File: src/rtl/core/lkv_pkg.sv
`timescale 1ns / 1ps
`default_nettype none

package lkv_pkg;

  localparam int unsigned WORD_W = 32;

  // lookup pass: walks the chain once and collects the matching entry
  typedef struct packed {
    logic              active;
    logic              hit;
    logic [WORD_W-1:0] key;
    logic [WORD_W-1:0] data;
  } probe_t;

  // update pass: shifts entries one cell down until the request settles
  typedef struct packed {
    logic              active;
    logic              done;
    logic              evict;
    logic [WORD_W-1:0] req_key;
    logic [WORD_W-1:0] carry_key;
    logic [WORD_W-1:0] carry_data;
    logic [WORD_W-1:0] ev_key;
  } token_t;

endpackage

`default_nettype wire

File: src/rtl/core/lkv_cell.sv
`timescale 1ns / 1ps
`default_nettype none

module lkv_cell #(
  parameter int KW    = 32,
  parameter int IW    = 4,
  parameter int INDEX = 0
) (
  input  logic            clk,
  input  logic            rst,
  input  logic            clear,
  input  logic [IW-1:0]   last_pos,
  input  lkv_pkg::probe_t probe_in,
  output lkv_pkg::probe_t probe_out,
  input  lkv_pkg::token_t tok_in,
  output lkv_pkg::token_t tok_out
);
  import lkv_pkg::*;

  logic              valid;
  logic [KW-1:0]     entry_key;
  logic [WORD_W-1:0] entry_data;

  logic   probe_match;
  logic   tok_take;
  logic   tok_match;
  logic   is_last;
  probe_t probe_next;
  token_t tok_next;

  assign probe_match = valid && (entry_key == probe_in.key[KW-1:0]);
  assign tok_take    = tok_in.active && !tok_in.done;
  assign tok_match   = valid && (entry_key == tok_in.req_key[KW-1:0]);
  assign is_last     = (last_pos == IW'(INDEX));

  always_comb begin
    probe_next = probe_in;
    if (probe_in.active && probe_match) begin
      probe_next.hit  = 1'b1;
      probe_next.data = entry_data;
    end
  end

  // The cell always takes the carried entry; only what moves on differs.
  always_comb begin
    tok_next = tok_in;
    if (tok_take) begin
      if (!valid || tok_match) begin
        tok_next.done = 1'b1;
      end else if (is_last) begin
        // drop the least recent entry off the end of the used region
        tok_next.done   = 1'b1;
        tok_next.evict  = 1'b1;
        tok_next.ev_key = WORD_W'(entry_key);
      end else begin
        tok_next.carry_key  = WORD_W'(entry_key);
        tok_next.carry_data = entry_data;
      end
    end
  end

  always_ff @(posedge clk) begin
    if (rst) begin
      valid     <= 1'b0;
      probe_out <= '0;
      tok_out   <= '0;
    end else begin
      probe_out <= probe_next;
      tok_out   <= tok_next;
      if (clear) begin
        valid <= 1'b0;
      end else if (tok_take) begin
        valid <= 1'b1;
      end
    end
  end

  always_ff @(posedge clk) begin
    if (tok_take) begin
      entry_key  <= tok_in.carry_key[KW-1:0];
      entry_data <= tok_in.carry_data;
    end
  end

endmodule

`default_nettype wire

File: config.mk
export PLATFORM = sky130hd
export DESIGN_NAME = lkv_cell
export DESIGN_NICKNAME = d
export VERILOG_FILES = /design/src/rtl/core/lkv_pkg.sv /design/src/rtl/core/lkv_cell.sv
export SDC_FILE = /design/constraint.sdc
export NUM_CORES = 1
export LEC_CHECK = 0
export BUFFER_PORTS_ARGS = -buffer_cell sky130_fd_sc_hd__buf_2
export CAP_MARGIN = 40
export CORE_UTILIZATION = 29
export DETAILED_ROUTE_END_ITERATION = 8
export MAX_ROUTING_LAYER = met4
export SLEW_MARGIN = 20
export SYNTH_ARGS = -nofsm -noshare
export SYNTH_HDL_FRONTEND = slang
export SYNTH_SLANG_ARGS = --single-unit
File: constraint.sdc
create_clock -name clk -period 4.7 [get_ports clk]
set_input_delay 0.235 -clock clk [delete_from_list [all_inputs] [get_ports clk]]
set_output_delay 0.235 -clock clk [all_outputs]
set_load 0.005 [all_outputs]
==> flow_summary.toml <==
[flow_run]
maxCapViolCount = 0

[timing]
rsz0062_at_grt = "false"
drv_slew = 0
slew_headroom_pct = 49.6
setup_viol = 0
worst_pin_slew_ns = 0.749
clock_skew_ns = 0.0179
hold_violations = 0
finalSetupTns_ns = 0
fin_crit_ns = 3.09
period_share_pct = 65.8
fmax_ghz = 0.323

[synth]
synth-main-ff-cell = "dfxtp_1"
yosysSeqAreaShare_pct = 61.1
synth_top_cell_area_share_pct = 41.2
syn_area_um2 = 9630
synth_top_cell_by_area = "dfxtp_1"
syn_area_per_cell_um2 = 12.1
mappedNetlistNets = 1001
synthCells = 797
yosysWarningCount = 0
yosys_register_bits = 262
synth.distinct_cells = 29
synth-edff-count = 64
synthTopCellsByArea = "dfxtp_1 (41%), edfxtp_1 (20%), mux2i_1 (10%), nand2b_1 (8.3%), nor2b_1 (4.4%)"
async_flop_share_pct = 0

[worst_setup_path]
cp_data_arrival_time_ns = 3.56
regToRegStartpoint = "entry_key[0]"
start_kind = "flip-flop"
startpoint = "entry_key[0]"
cp.required_ns = 5.17
cp_max_fo = 25
worstSetupPathType = "reg2reg"
cp-end-kind = "flip-flop"

[grt]
grt_max_degree = 106
grt_usage_pct = 19.4
grt_pass1_vias = 8317
antenna_found_initial = 4
globalRoute.totalOverflow = 0
grt_pass1_wl_um = 47800

[floorplan]
die-height_um = 184
fp.dieW_um = 184
num_io_pins = 401
core-area_um2 = 32600
die_area_um2 = 33900
rows = 66
start_util_pct = 29.5

[placed_design]
gp_congestion = 0.787
dp.cells = 1603
place_hpwl_um = 22900
port_buffers = 400

[status]
outcome = "completed"

[power_and_ir_drop]
vdd_drop_max_uv = 360
power_density_nw_per_um2 = 353
power_mw = 5.27
p_leak_nw = 6.63

[clock_tree]
post_cts_buffers = 0
cts_root_buffer = "clkbuf_16"
cts_hold_buf = 198
ctsResizeCount = 0
tritoncts = "yes"
numCtsBuffers = 29
clk_latency_ns = 0.56
clock_path_buffers = 3
cts.clk_slew.worst_paths_ns = 0.06
htree_levels = 1
cts.sinks = 262

[layout]
drive_gt1_share_pct = 32.2
nFillCells = 2992
nNetsFinal = 1594
synthToLayoutAreaGrowth_pct = 55.3
fin_cells = 1857
postLayoutCoreUtil_pct = 45.8

[routing]
avgRoutedWirePerCell_um = 17.6
num_vias = 7855
drc = 0
wl_um = 32800
drtPass1Iterations = 4
dr.first_iter.drc_count = 246
vias_per_cell = 4.23
antenna_left = 0

[min_path]
hold_class = "in2reg"
min-delay-start = "rst"
[synth_stat cells, types with 2 or more instances]
cell	count
buf_4	3
dfxtp_1	198
o21ai_0	31
nand4_1	11
edfxtp_1	64
nand2_1	2
nor2b_1	67
xnor2_1	33
nor3b_1	2
mux2i_1	96
clkbuf_1	32
nand3b_1	32
nor4_1	10
nor3_1	2
buf_6	3
buf_8	3
nand2b_1	127
xor2_1	31
nor2_1	36
buf_2	5
[routing by layer]
| metal | GRT usage (%) | part of all wire, % |
|---|---|---|
| met2 | 34.6 | 50 |
| met4 | 5.63 | 2.7 |
| met1 | 20.8 | 40 |
| met3 | 5.51 | 7.4 |
| met5 | - | 0 |
[cells in the final DEF (no fill, tap or decap), types with 4 or more instances in the layout]
cell / n
buf_2: 399
buf_4: 7
clkbuf_1: 11
clkbuf_16: 29
clkinv_2: 4
dfxtp_1: 198
diode_2: 4
dlygate4sd3_1: 198
edfxtp_1: 64
mux2i_1: 96
nand2b_1: 127
nand3b_1: 32
nand4_1: 11
nor2_1: 36
nor2b_1: 66
nor4_1: 10
o21ai_0: 31
xnor2_1: 33
xor2_1: 31
[final cells by class]
class | instances | area [um2] | share of cell area [%]
flip-flops and latches | 262 | 5890 | 39.4
repair buffers | 608 | 4110 | 27.5
multi-input cells | 488 | 3510 | 23.5
clock buffers | 42 | 795 | 5.31
well taps | 442 | 553 | 3.70
clock inverters | 10 | 86.3 | 0.578
diodes | 4 | 10.0 | 0.0670
inverters | 1 | 3.75 | 0.0251
[flip-flops by register name, summed over array words and instances (netlist names)]
register / count
entry_data: 32
tok_out: 131
probe_out: 66
valid: 1
entry_key: 32
[final timing paths]
check | end | slack, ns | cells after the start
min reg2reg | probe_out[13] | 0.51 | 2
min | probe_out[64] | 0.14 | 2
max reg2reg | tok_out[44] | 1.61 | 7
max | tok_out[44] | 1.61 | 7
[power breakdown]
part	switching, mW	leakage [nW]	internal (mW)	total (mW)
Sequential	0.0613	2.25	2.45	2.51
Combinational	0.273	3.95	0.344	0.616
Clock	0.925	0.425	1.22	2.15
Total	1.26	6.63	4.01	5.27
[through the flow]
stage | setup WS, ns | cell area, um2 | hold slack [ns]
after global routing | 1.41 | 14900 | 0.152
after global placement | 1.65 | 12000 | 0.403
after floorplan | 0.0555 | 9630 | 0.314
after CTS | 1.58 | 14900 | 0.116
final | 1.61 | 14900 | 0.139
after detailed placement | 1.60 | 12100 | 0.407
[kinds of logic (layout without fill, tap and decap cells)]
kind of cell / after synthesis / in the layout / share of synthesized area, %
xor gates and xnor gates: 64 / 64 / 5.82
AOI/OAI and AO/OA: 35 / 35 / 1.88
DFF: 262 / 262 / 61.1
muxes: 96 / 96 / 9.98
buffers and inverters: 47 / 661 / 2.60
and+or+nand+nor: 293 / 293 / 18.6
other: 0 / 4 / 0
[worst max-delay path, cell delays in order, from the launching register on]
cell and delay (ns):
edfxtp_1 0.44, xnor2_1 0.48, nand4_1 0.16, nor4_1 0.63
nand2_1 0.20, nand4_1 0.54, buf_12 0.30, mux2i_1 0.23
Note: power is estimated with default switching activity, not from simulation.
